File: config.mk
export PLATFORM = sky130hd
export DESIGN_NAME = xoshiro_random_ranged_unit
export DESIGN_NICKNAME = d
export VERILOG_FILES = /design/src/xrr_pkg.sv /design/src/xrr_ctrl.sv /design/src/xrr_datapath.sv /design/src/xoshiro_random_ranged_unit.sv
export SDC_FILE = /design/constraint.sdc
export NUM_CORES = 2
export LEC_CHECK = 0
export BUFFER_PORTS_ARGS = -buffer_cell sky130_fd_sc_hd__buf_2
export CAP_MARGIN = 10
export CORE_MARGIN = 3
export CORE_UTILIZATION = 55
export CTS_BUF_LIST = sky130_fd_sc_hd__clkbuf_4
export DETAILED_ROUTE_END_ITERATION = 8
export PLACE_DENSITY_LB_ADDON = 0.05
export SYNTH_ARGS = -nofsm -noshare
export SYNTH_HDL_FRONTEND = slang
export SYNTH_SLANG_ARGS = --single-unit
File: constraint.sdc
create_clock -name clk_i -period 7.6 [get_ports clk_i]
set_input_delay 1.14 -clock clk_i [delete_from_list [all_inputs] [get_ports clk_i]]
set_output_delay 1.14 -clock clk_i [all_outputs]
set_load 0.005 [all_outputs]
File: src/xrr_pkg.sv
// Shared types and constants of the ranged xoshiro256** random unit.
package xrr_pkg;

  // Item kinds
  localparam logic [1:0] KIND_RAW    = 2'd0;
  localparam logic [1:0] KIND_RANGED = 2'd1;
  localparam logic [1:0] KIND_LOAD   = 2'd2;
  localparam logic [1:0] KIND_NONE   = 2'd3;

  // Generator constants
  localparam int unsigned SCR_ROT    = 7;
  localparam int unsigned ADV_SHIFT  = 17;
  localparam int unsigned ADV_ROT    = 45;

  // Remainder loop: one quotient bit per cycle over the 63-bit dividend
  localparam int unsigned DIV_STEPS  = 63;
  localparam int unsigned CNT_W      = $clog2(DIV_STEPS);

  typedef struct packed {
    logic [1:0]         kind;
    logic signed [31:0] range_low;
    logic signed [31:0] range_high;
    logic [1:0]         word_select;
    logic [63:0]        seed_word;
  } in_item_t;

  typedef struct packed {
    logic [63:0]        raw_value;
    logic signed [31:0] ranged_value;
    logic               range_error;
  } out_item_t;

  // Controller to datapath
  typedef struct packed {
    logic capture;
    logic mul;
    logic draw;
    logic div_step;
    logic finish;
  } cmd_t;

  // Datapath to controller
  typedef struct packed {
    logic [1:0] kind;
    logic       div_last;
  } status_t;

endpackage

File: src/xrr_ctrl.sv
// Controller state machine of the ranged xoshiro256** random unit.
module xrr_ctrl
  import xrr_pkg::*;
(
  input  logic    clk_i,
  input  logic    rst_ni,
  input  logic    in_valid_i,
  output logic    in_stall_o,
  output logic    out_valid_o,
  input  logic    out_stall_i,
  input  status_t status_i,
  output cmd_t    cmd_o
);

  typedef enum logic [2:0] {
    ST_IDLE,
    ST_DISPATCH,
    ST_MUL,
    ST_DRAW,
    ST_DIV,
    ST_FIN
  } state_e;

  state_e state_q;
  logic   out_valid_q;
  logic   out_valid_d;
  logic   out_free;

  assign out_free    = !out_valid_q || !out_stall_i;
  assign in_stall_o  = (state_q != ST_IDLE);
  assign out_valid_o = out_valid_q;

  // Decode commands from the current state
  always_comb begin
    cmd_o          = '0;
    cmd_o.capture  = (state_q == ST_IDLE) && in_valid_i;
    cmd_o.mul      = (state_q == ST_MUL);
    cmd_o.draw     = (state_q == ST_DRAW);
    cmd_o.div_step = (state_q == ST_DIV);
    cmd_o.finish   = (state_q == ST_FIN) && out_free;
  end

  // Drop the output valid flag on a transfer, raise it when a result finishes
  always_comb begin
    out_valid_d = out_valid_q;
    if (out_valid_q && !out_stall_i) begin
      out_valid_d = 1'b0;
    end
    if (cmd_o.finish) begin
      out_valid_d = 1'b1;
    end
  end

  // Hold state and the output valid flag
  always_ff @(posedge clk_i or negedge rst_ni) begin
    if (!rst_ni) begin
      state_q     <= ST_IDLE;
      out_valid_q <= 1'b0;
    end else begin
      out_valid_q <= out_valid_d;
      case (state_q)
        ST_IDLE: begin
          if (in_valid_i) begin
            state_q <= ST_DISPATCH;
          end
        end
        ST_DISPATCH: begin
          if (status_i.kind == KIND_RAW || status_i.kind == KIND_RANGED) begin
            state_q <= ST_MUL;
          end else begin
            state_q <= ST_FIN;
          end
        end
        ST_MUL: begin
          state_q <= ST_DRAW;
        end
        ST_DRAW: begin
          if (status_i.kind == KIND_RANGED) begin
            state_q <= ST_DIV;
          end else begin
            state_q <= ST_FIN;
          end
        end
        ST_DIV: begin
          if (status_i.div_last) begin
            state_q <= ST_FIN;
          end
        end
        ST_FIN: begin
          if (out_free) begin
            state_q <= ST_IDLE;
          end
        end
        default: begin
          state_q <= ST_IDLE;
        end
      endcase
    end
  end

`ifndef NO_ASSERTIONS
  a_finish_shows: assert property (@(posedge clk_i) disable iff (!rst_ni)
    cmd_o.finish |=> out_valid_o)
    else $error("finished result not shown");
  a_cmd_onehot: assert property (@(posedge clk_i) disable iff (!rst_ni)
    $onehot0({cmd_o.capture, cmd_o.mul, cmd_o.draw, cmd_o.div_step, cmd_o.finish}))
    else $error("more than one datapath command");
  a_no_overwrite: assert property (@(posedge clk_i) disable iff (!rst_ni)
    (out_valid_o && out_stall_i) |-> !cmd_o.finish)
    else $error("result overwritten while stalled");
`endif

endmodule

File: src/xrr_datapath.sv
// Datapath of the ranged xoshiro256** random unit: state words, scrambler, remainder loop.
module xrr_datapath
  import xrr_pkg::*;
(
  input  logic      clk_i,
  input  logic      rst_ni,
  input  in_item_t  in_data_i,
  input  cmd_t      cmd_i,
  output status_t   status_o,
  output out_item_t out_data_o
);

  in_item_t         item_q;
  logic [63:0]      words_q [4];
  logic [63:0]      p5_q;
  logic [63:0]      raw_q;
  logic [62:0]      div_q;
  logic [32:0]      rem_q;
  logic [32:0]      rem_d;
  logic [32:0]      span_q;
  logic [32:0]      span_d;
  logic [CNT_W-1:0] cnt_q;
  logic             err_q;
  out_item_t        out_q;
  out_item_t        out_d;

  logic [63:0] p5_d;
  logic [63:0] rot;
  logic [63:0] raw_d;
  logic [63:0] adv_t;
  logic [63:0] n0;
  logic [63:0] n1;
  logic [63:0] n2;
  logic [63:0] n3;
  logic [33:0] rem_sh;
  logic        rem_ge;
  logic        err_d;

  // Scrambler: w1*5, rotate, *9 as shift-adds, with w1*5 registered before the rotate
  assign p5_d  = words_q[1] + {words_q[1][61:0], 2'b00};
  assign rot   = {p5_q[63-SCR_ROT:0], p5_q[63:64-SCR_ROT]};
  assign raw_d = rot + {rot[60:0], 3'b000};

  // Linear state advance
  always_comb begin
    adv_t = words_q[1] << ADV_SHIFT;
    n2    = words_q[2] ^ words_q[0];
    n3    = words_q[3] ^ words_q[1];
    n1    = words_q[1] ^ n2;
    n0    = words_q[0] ^ n3;
    n2    = n2 ^ adv_t;
    n3    = {n3[63-ADV_ROT:0], n3[63:64-ADV_ROT]};
  end

  // Range span and inverted-range check
  assign span_d = 33'($signed({item_q.range_high[31], item_q.range_high})
                - $signed({item_q.range_low[31], item_q.range_low})) + 33'd1;
  assign err_d  = (item_q.range_high < item_q.range_low);

  // One restoring remainder step
  assign rem_sh = {rem_q, div_q[62]};
  assign rem_ge = (rem_sh >= {1'b0, span_q});
  assign rem_d  = rem_ge ? 33'(rem_sh - {1'b0, span_q}) : rem_sh[32:0];

  // Form the result of the finishing item
  always_comb begin
    out_d = '0;
    case (item_q.kind)
      KIND_RAW: begin
        out_d.raw_value = raw_q;
      end
      KIND_RANGED: begin
        out_d.raw_value    = raw_q;
        out_d.range_error  = err_q;
        out_d.ranged_value = err_q ? item_q.range_low
                                   : item_q.range_low + $signed(rem_q[31:0]);
      end
      default: begin
        out_d = '0;
      end
    endcase
  end

  // Hold the generator state
  always_ff @(posedge clk_i or negedge rst_ni) begin
    if (!rst_ni) begin
      for (int i = 0; i < 4; i++) begin
        words_q[i] <= '0;
      end
    end else if (cmd_i.draw) begin
      words_q[0] <= n0;
      words_q[1] <= n1;
      words_q[2] <= n2;
      words_q[3] <= n3;
    end else if (cmd_i.finish && item_q.kind == KIND_LOAD) begin
      words_q[item_q.word_select] <= item_q.seed_word;
    end
  end

  // Capture the item, draw, iterate the remainder and hold the result
  always_ff @(posedge clk_i) begin
    if (cmd_i.capture) begin
      item_q <= in_data_i;
    end
    if (cmd_i.mul) begin
      p5_q <= p5_d;
    end
    if (cmd_i.draw) begin
      raw_q  <= raw_d;
      div_q  <= raw_d[63] ? raw_d[63:1] : raw_d[62:0];
      rem_q  <= '0;
      span_q <= span_d;
      err_q  <= err_d;
      cnt_q  <= '0;
    end
    if (cmd_i.div_step) begin
      rem_q <= rem_d;
      div_q <= {div_q[61:0], 1'b0};
      cnt_q <= cnt_q + 1'b1;
    end
    if (cmd_i.finish) begin
      out_q <= out_d;
    end
  end

  assign status_o.kind     = item_q.kind;
  assign status_o.div_last = (cnt_q == CNT_W'(DIV_STEPS - 1));
  assign out_data_o        = out_q;

`ifndef NO_ASSERTIONS
  a_rem_bound: assert property (@(posedge clk_i) disable iff (!rst_ni)
    (cmd_i.div_step && !err_q) |-> (rem_q < span_q))
    else $error("remainder out of range");
  a_other_kinds_zero: assert property (@(posedge clk_i) disable iff (!rst_ni)
    (cmd_i.finish && item_q.kind != KIND_RANGED) |=>
      (out_q.ranged_value == '0 && !out_q.range_error))
    else $error("ranged fields set for non-ranged item");
`endif

endmodule

File: src/xoshiro_random_ranged_unit.sv
// Top level of the ranged xoshiro256** random unit.
//
//   channel  direction  handshake                payload
//   in       to unit    in_valid_i / in_stall_o    in_data_i  (in_item_t)
//   out      from unit  out_valid_o / out_stall_i  out_data_o (out_item_t)
//
// Load and unused items go from dispatch to finish; raw draws add the multiply
// and draw states, and ranged draws also run the 63-step restoring remainder loop.
// One item is in work at a time; the output register lets the next item
// enter while a result still waits to be taken.
// Reset clears the four state words to zero; they must be loaded before use.
// A stalled output holds its result and the finishing item waits for it.
module xoshiro_random_ranged_unit
  import xrr_pkg::*;
(
  input  logic      clk_i,
  input  logic      rst_ni,
  input  logic      in_valid_i,
  output logic      in_stall_o,
  input  in_item_t  in_data_i,
  output logic      out_valid_o,
  input  logic      out_stall_i,
  output out_item_t out_data_o
);

  cmd_t    cmd;
  status_t status;

  xrr_ctrl u_ctrl (
    .clk_i       (clk_i),
    .rst_ni      (rst_ni),
    .in_valid_i  (in_valid_i),
    .in_stall_o  (in_stall_o),
    .out_valid_o (out_valid_o),
    .out_stall_i (out_stall_i),
    .status_i    (status),
    .cmd_o       (cmd)
  );

  xrr_datapath u_datapath (
    .clk_i      (clk_i),
    .rst_ni     (rst_ni),
    .in_data_i  (in_data_i),
    .cmd_i      (cmd),
    .status_o   (status),
    .out_data_o (out_data_o)
  );

endmodule
Word level (Yosys, flattened, before mapping)
Index checks and enable logic that the tools add are counted.
- register bits after elaboration: 753
- add/subtract/negate cells: 7
- order comparisons: 4
- equality and inequality tests: 11
- muxes and demuxes: 22
- bitwise logic cells: 6
- reductions and logical operators: 17
- operators with widths (kind ; count):
    $mux 256 ; 2
    $xor 64x64->64 ; 5
    $bwmux 256 ; 1
    $mux 63 ; 3
    $add 64x64->64 ; 2
    $demux 64 s2 ; 1
    $mux 33 ; 3
    $mux 64 ; 1
    $ge 34x33->1 ; 1
    $add 33x1->33 const B ; 1
    $sub 32x32->33 ; 1
    $sub 33x33->33 ; 1
    $add 32x32->32 ; 1
    $lt 32x32->1 ; 1
    $mux 32 ; 1
    $pmux 3 s6 ; 1
    $mux 3 ; 4
    $mux 6 ; 2
    $add 6x1->6 const B ; 1
    $eq 3x2->1 const B ; 2
    $eq 3x3->1 const B ; 2
    $eq 6x6->1 const B ; 1
    $reduce_bool 2->1 ; 3
    $logic_and 1x1->1 ; 5
    other kinds (16) ; 21

Depth between registers and ports, before layout
- depth after elaboration: 8
- depth in mapped cells: 16
- depth with buffers taken out: 16

Cells and area by module
A second synthesis with hierarchy kept.
- cells, all modules: 4426
- area total of the unflattened synthesis: 45750.1 µm²
- modules (own cells, without submodules) (module ; instances ; cells each ; area an instance (µm²) ; seq. area each (µm²)):
    xrr_datapath ; 1 ; 4390 ; 45453.6 ; 21200.3
    xrr_ctrl ; 1 ; 36 ; 296.5 ; 100.1

Worst setup path after synthesis
No wires, ideal clock.
- path type: input-to-reg
- start: in out_stall_i
- end: reg u_datapath.words_q[54] (netlist bit)
- library setup time: 0.274 ns
- data arrival time: 8.087 ns
- slack: -0.761 ns
- stages: 6
- buffers on the path: 1
- cells stage by stage: a21oi_1 -> nand3b_1 -> nor2_1 -> clkbuf_1 -> mux2i_1 -> o21bai_1
- cells in the longest elaborated chain, start to end: 5
- ends and longest elaborated chain (item ; line ; RTL):
    start, declared ; xoshiro_random_ranged_unit.sv:22 ; input logic out_stall_i,
    $logic_not 1->1 ; xrr_ctrl.sv:29 ; assign out_free = !out_valid_q || !out_stall_i;
    $logic_or 1x1->1 ; xrr_ctrl.sv:29 ;
    $logic_and 1x1->1 ; xrr_ctrl.sv:40 ; cmd_o.finish = (state_q == ST_FIN) && out_free;
    $logic_and 1x1->1 ; xrr_datapath.sv:95 ; end else if (cmd_i.finish && item_q.kind == KIND_LOAD) begin
    $reduce_bool 2->1 (no source line) ; n/a ;
    end signal, assigned by index ; xrr_datapath.sv:96 ; words_q[item_q.word_select] <= item_q.seed_word;
    end, declared ; xrr_datapath.sv:14 ; logic [63:0] words_q [4];
No other way between the ends.
A chain may end at the register's enable or synchronous reset.

Final worst setup path
- start: reg u_datapath.p5_q[58]
- end: reg u_datapath.div_q[51], data pin
- cells in the longest elaborated chain, start to end: 4
- ends and longest elaborated chain (item ; line ; RTL):
    start, declared ; xrr_datapath.sv:15 ; logic [63:0] p5_q;
    start signal, assigned ; xrr_datapath.sv:106 ; p5_q <= p5_d;
    $add 64x64->64 ; xrr_datapath.sv:42 ; assign raw_d = rot + {rot[60:0], 3'b000};
    $mux 63 ; xrr_datapath.sv:110 ; div_q <= raw_d[63] ? raw_d[63:1] : raw_d[62:0];
    $mux 63 ; xrr_datapath.sv:108 ; if (cmd_i.draw) begin
    $mux 63 ; xrr_datapath.sv:116 ; if (cmd_i.div_step) begin
    end signal, assigned ; xrr_datapath.sv:110 ;
    end signal, assigned ; xrr_datapath.sv:118 ; div_q <= {div_q[61:0], 1'b0};
    end, declared ; xrr_datapath.sv:17 ; logic [62:0] div_q;
No other way between the ends. The select of a mux whose other input is x is not followed.

==> results by group <==
Outcome
  • Outcome: finished clean

Clocking
  • Clock sinks: 753
  • Maximum buffer depth of the clock tree: 3
  • Worst-Skew Late Latency: 1.07 ns
  • Post-CTS Setup Inserts: 0
  • CTS Buf Count: 200
  • Number of H-tree levels: 4
  • Clk root buf: clkbuf_4
  • Clock-pin slew on the worst setup and hold paths: 0.06 ns
  • TritonCTS clock tree: built

Synthesis
  • Top cell type's share of synthesized area: 0.335
  • FFs w/ async S/R, synth: 0.345
  • Register area share after synthesis: 0.483
  • Synth top area cells: edfxtp_1 33%, dfrtp_1 15%, ha_1 7.1%, xnor2_1 5.0%, nor2_1 4.7%
  • Synth cell count leaders: 549 x nor2_1, 492 x edfxtp_1, 319 x nand2_1
  • Main synth FF type: edfxtp_1
  • Most frequent cell after synthesis: nor2_1
  • Synth Net Count: 4725
  • Yosys Warn Count: 0
  • Mapped Cells: 4317
  • Synthesized flop and latch total: 753
  • Distinct cell type count after synthesis: 81
  • Avg Inst Size Synth: 10.2 um^2
  • Post-synth top area cell: edfxtp_1
  • Post-synth EDFFs: 492
  • Mapped Area: 44100 um^2

Floorplan
  • Die width: 289 um
  • FP Rows: 103
  • Die Y: 289 um
  • IO Pins: 235
  • Core Box Area: 79300 um^2
  • Die ar.: 83700 um^2
  • Starting Density: 0.557

Layout
  • Layout Cells excl Fill: 5834
  • Area added between synthesis and finish: 10.9%
  • Final core occ: 0.618
  • Layout cell share with drive strength beyond 1: 0.133
  • Final net count: 5025
  • Final Cell Area: 49000 um^2

Critical path
  • CP max stage cell: nor2_1
  • Critical Path Start Type: flop
  • Flop-to-flop setup slack: 3.12 ns
  • FF-to-FF Start: u_datapath.p5_q[58]
  • WP buf/inv: 1
  • Critical path depth in cells: 12
  • Crit-path max cell delay: 0.83 ns
  • CP arrival: 5.35 ns
  • Critical Path End Type: flop
  • CP delay by family, top: compound AO/OA/AOI/OAI gates
  • Worst reg-to-reg path cell count: 12
  • Critical Path Start: u_datapath.p5_q[58]
  • Reg-to-Reg End: u_datapath.div_q[51]
  • WS Path Type: flop to flop
  • CP required: 8.47 ns
  • CP Cell Sequence: inv_1, fa_1, nand2b_1, a21oi_1, o31ai_1, a31o_1, a21o_1, a2111oi_0, a211oi_4, nor2_1, and2_1, a221o_1
  • CP Max Fanout: 14

Power and ir drop
  • Net switching power: 1.77 mW
  • Total internal power: 6.29 mW
  • Flop pwr share: 0.538
  • VDD IR-drop max: 0.133 mV
  • Sw frac: 0.219
  • Logic gate share of total power: 0.008
  • Clk network pwr share: 0.453
  • Leakage: 20.9 nW
  • PwrDens: 165 nW/um^2

Worst hold path
  • Min-Delay Path Class: primary input to flop
  • HP Start: in_data_i[34]
  • Hold Path Sink: u_datapath.item_q[34]
  • Hold Path Stages: 1

Placed design
  • HPWL after DPL: 84.3 mm
  • Routability cong.: 0.889
  • Number of buffers inserted by port buffering: 234
  • DP Cell Count: 5464
  • DP Area: 46300 um^2

Detailed routing
  • Residual DRC count: 0
  • Via count: 34000
  • Post-DRT Antenna Nets: 0
  • Drt via density: 5.83
  • WL final: 119 mm
  • Starting DRT DRC Count: 1855
  • WL/cell: 20.3 um
  • Drt first pass iters: 5

Flow run
  • Max_cap viols: 0

Timing
  • Tcrit/Tclk final: 0.589
  • Worst Hold Slack: 0.243 ns
  • Post-route setup TNS: 0 ns
  • F_max: 0.223 GHz
  • Post-layout min period: 4.48 ns
  • RSZ-0062 raised after global routing: false
  • Final setup viols: 0
  • Worst-Margin Slew: 1.16 ns
  • Clk_skew: 0.0790 ns
  • Final hold viol count: 0
  • Fin. max-slew vios: 0
  • Worst slew margin: 0.229

Global route
  • Tot GR Track Use: 0.284
  • First-pass GRT wire length: 186 mm
  • Pin count of the biggest net entering global routing: 125
  • Initial antenna violation count: 2
  • Vias in the first global route: 33800
  • Grt ovf: 0
[worst max path at each step]
stage | end | slack (ns)
floorplan | u_datapath.item_q[0] | 0.36
global placement | u_datapath.div_q[15] | 3.27
detailed placement | u_datapath.div_q[4] | 3.17
CTS | u_datapath.div_q[51] | 3.17
global route | u_datapath.div_q[51] | 2.80
finish | u_datapath.div_q[51] | 3.12
[metal layers]
metal / global-route usage / vias to the layer above / wire [um] / part of all wire
met5: 0 / - / 0 / 0
met4: 0.147 / 0 / 5790 / 0.049
met3: 0.0422 / 225 / 5480 / 0.046
met2: 0.484 / 946 / 57900 / 0.49
met1: 0.350 / 16400 / 49500 / 0.42
li1: - / 16500 / - / -
[power by group through the flow]
stage | logic [mW] | registers [mW] | clock network, mW
floorplan | 0.000130 | 4.42 | 0
global placement | 0.0682 | 4.42 | 0
detailed placement | 0.0678 | 4.42 | 0
CTS | 0.0687 | 4.34 | 3.76
global route | 0.0755 | 4.34 | 3.97
finish | 0.0665 | 4.34 | 3.65
[logic make-up after synthesis]
| family | share of synthesized area |
|---|---|
| XOR/XNOR | 0.0734 |
| AND/OR/NAND/NOR | 0.139 |
| adder cells (fa/ha/maj) | 0.0805 |
| buffers and inverters | 0.0274 |
| flip-flops | 0.483 |
| AO/OA/AOI/OAI | 0.166 |
| multiplexers | 0.0313 |
[stage by stage]
step / total power [mW] / setup slack, ns
after detailed placement: 4.49 / 3.17
after global routing: 8.38 / 2.80
after global placement: 4.49 / 3.27
after CTS: 8.16 / 3.17
after floorplan: 4.42 / 0.360
final: 8.06 / 3.12
[registers in the layout (all words and copies together), names as in the netlist, 33 cells and up]
name / flops
u_datapath.div_q: 63
u_datapath.rem_q: 33
u_datapath.adv_t: 47
u_datapath.span_q: 33
u_datapath.words_q: 209
u_datapath.raw_q: 64
u_datapath.out_data_o: 97
u_datapath.item_q: 130
u_datapath.p5_q: 64
[cell usage in the layout, fill, tap and decap left out, drive strengths merged, types with 12 or more instances in the layout]
master and n:
ha 252, mux2i 138, xor2 118, a21oi 280, o221a 18, o211ai 65, nand3 113, inv 163
o31ai 13, clkbuf 303, a31oi 30, and2 22, or3 15, o21a 26, fa 20, nand4 35
nand2b 32, o21bai 94, o21ai 177, clkinv 47, nor3 136, edfxtp 492, a21o 120, buf 260
xnor2 252, a221o 12, nor2 549, nor2b 93, a211oi 147, dfrtp 260, nand2 319, and3 22
[final cells by class]
class / instances / area (um^2)
Sequential cell: 753 / 21300
Timing Repair Buffer: 261 / 1400
Fill cell: 6767 / 30300
Clock buffer: 303 / 2270
Inverter: 155 / 589
Multi-Input combinational cell: 3246 / 21700
Antenna cell: 6 / 15.0
Tap cell: 1050 / 1310
Clock inverter: 60 / 359
[timing repair]
| item | CTS | global route |
|---|---|---|
| hold endpoints to repair | 62 | 0 |
| hold buffers | 1 | 0 |
| gates resized for setup | 0 | 0 |
(Power assumes the default switching activity.)
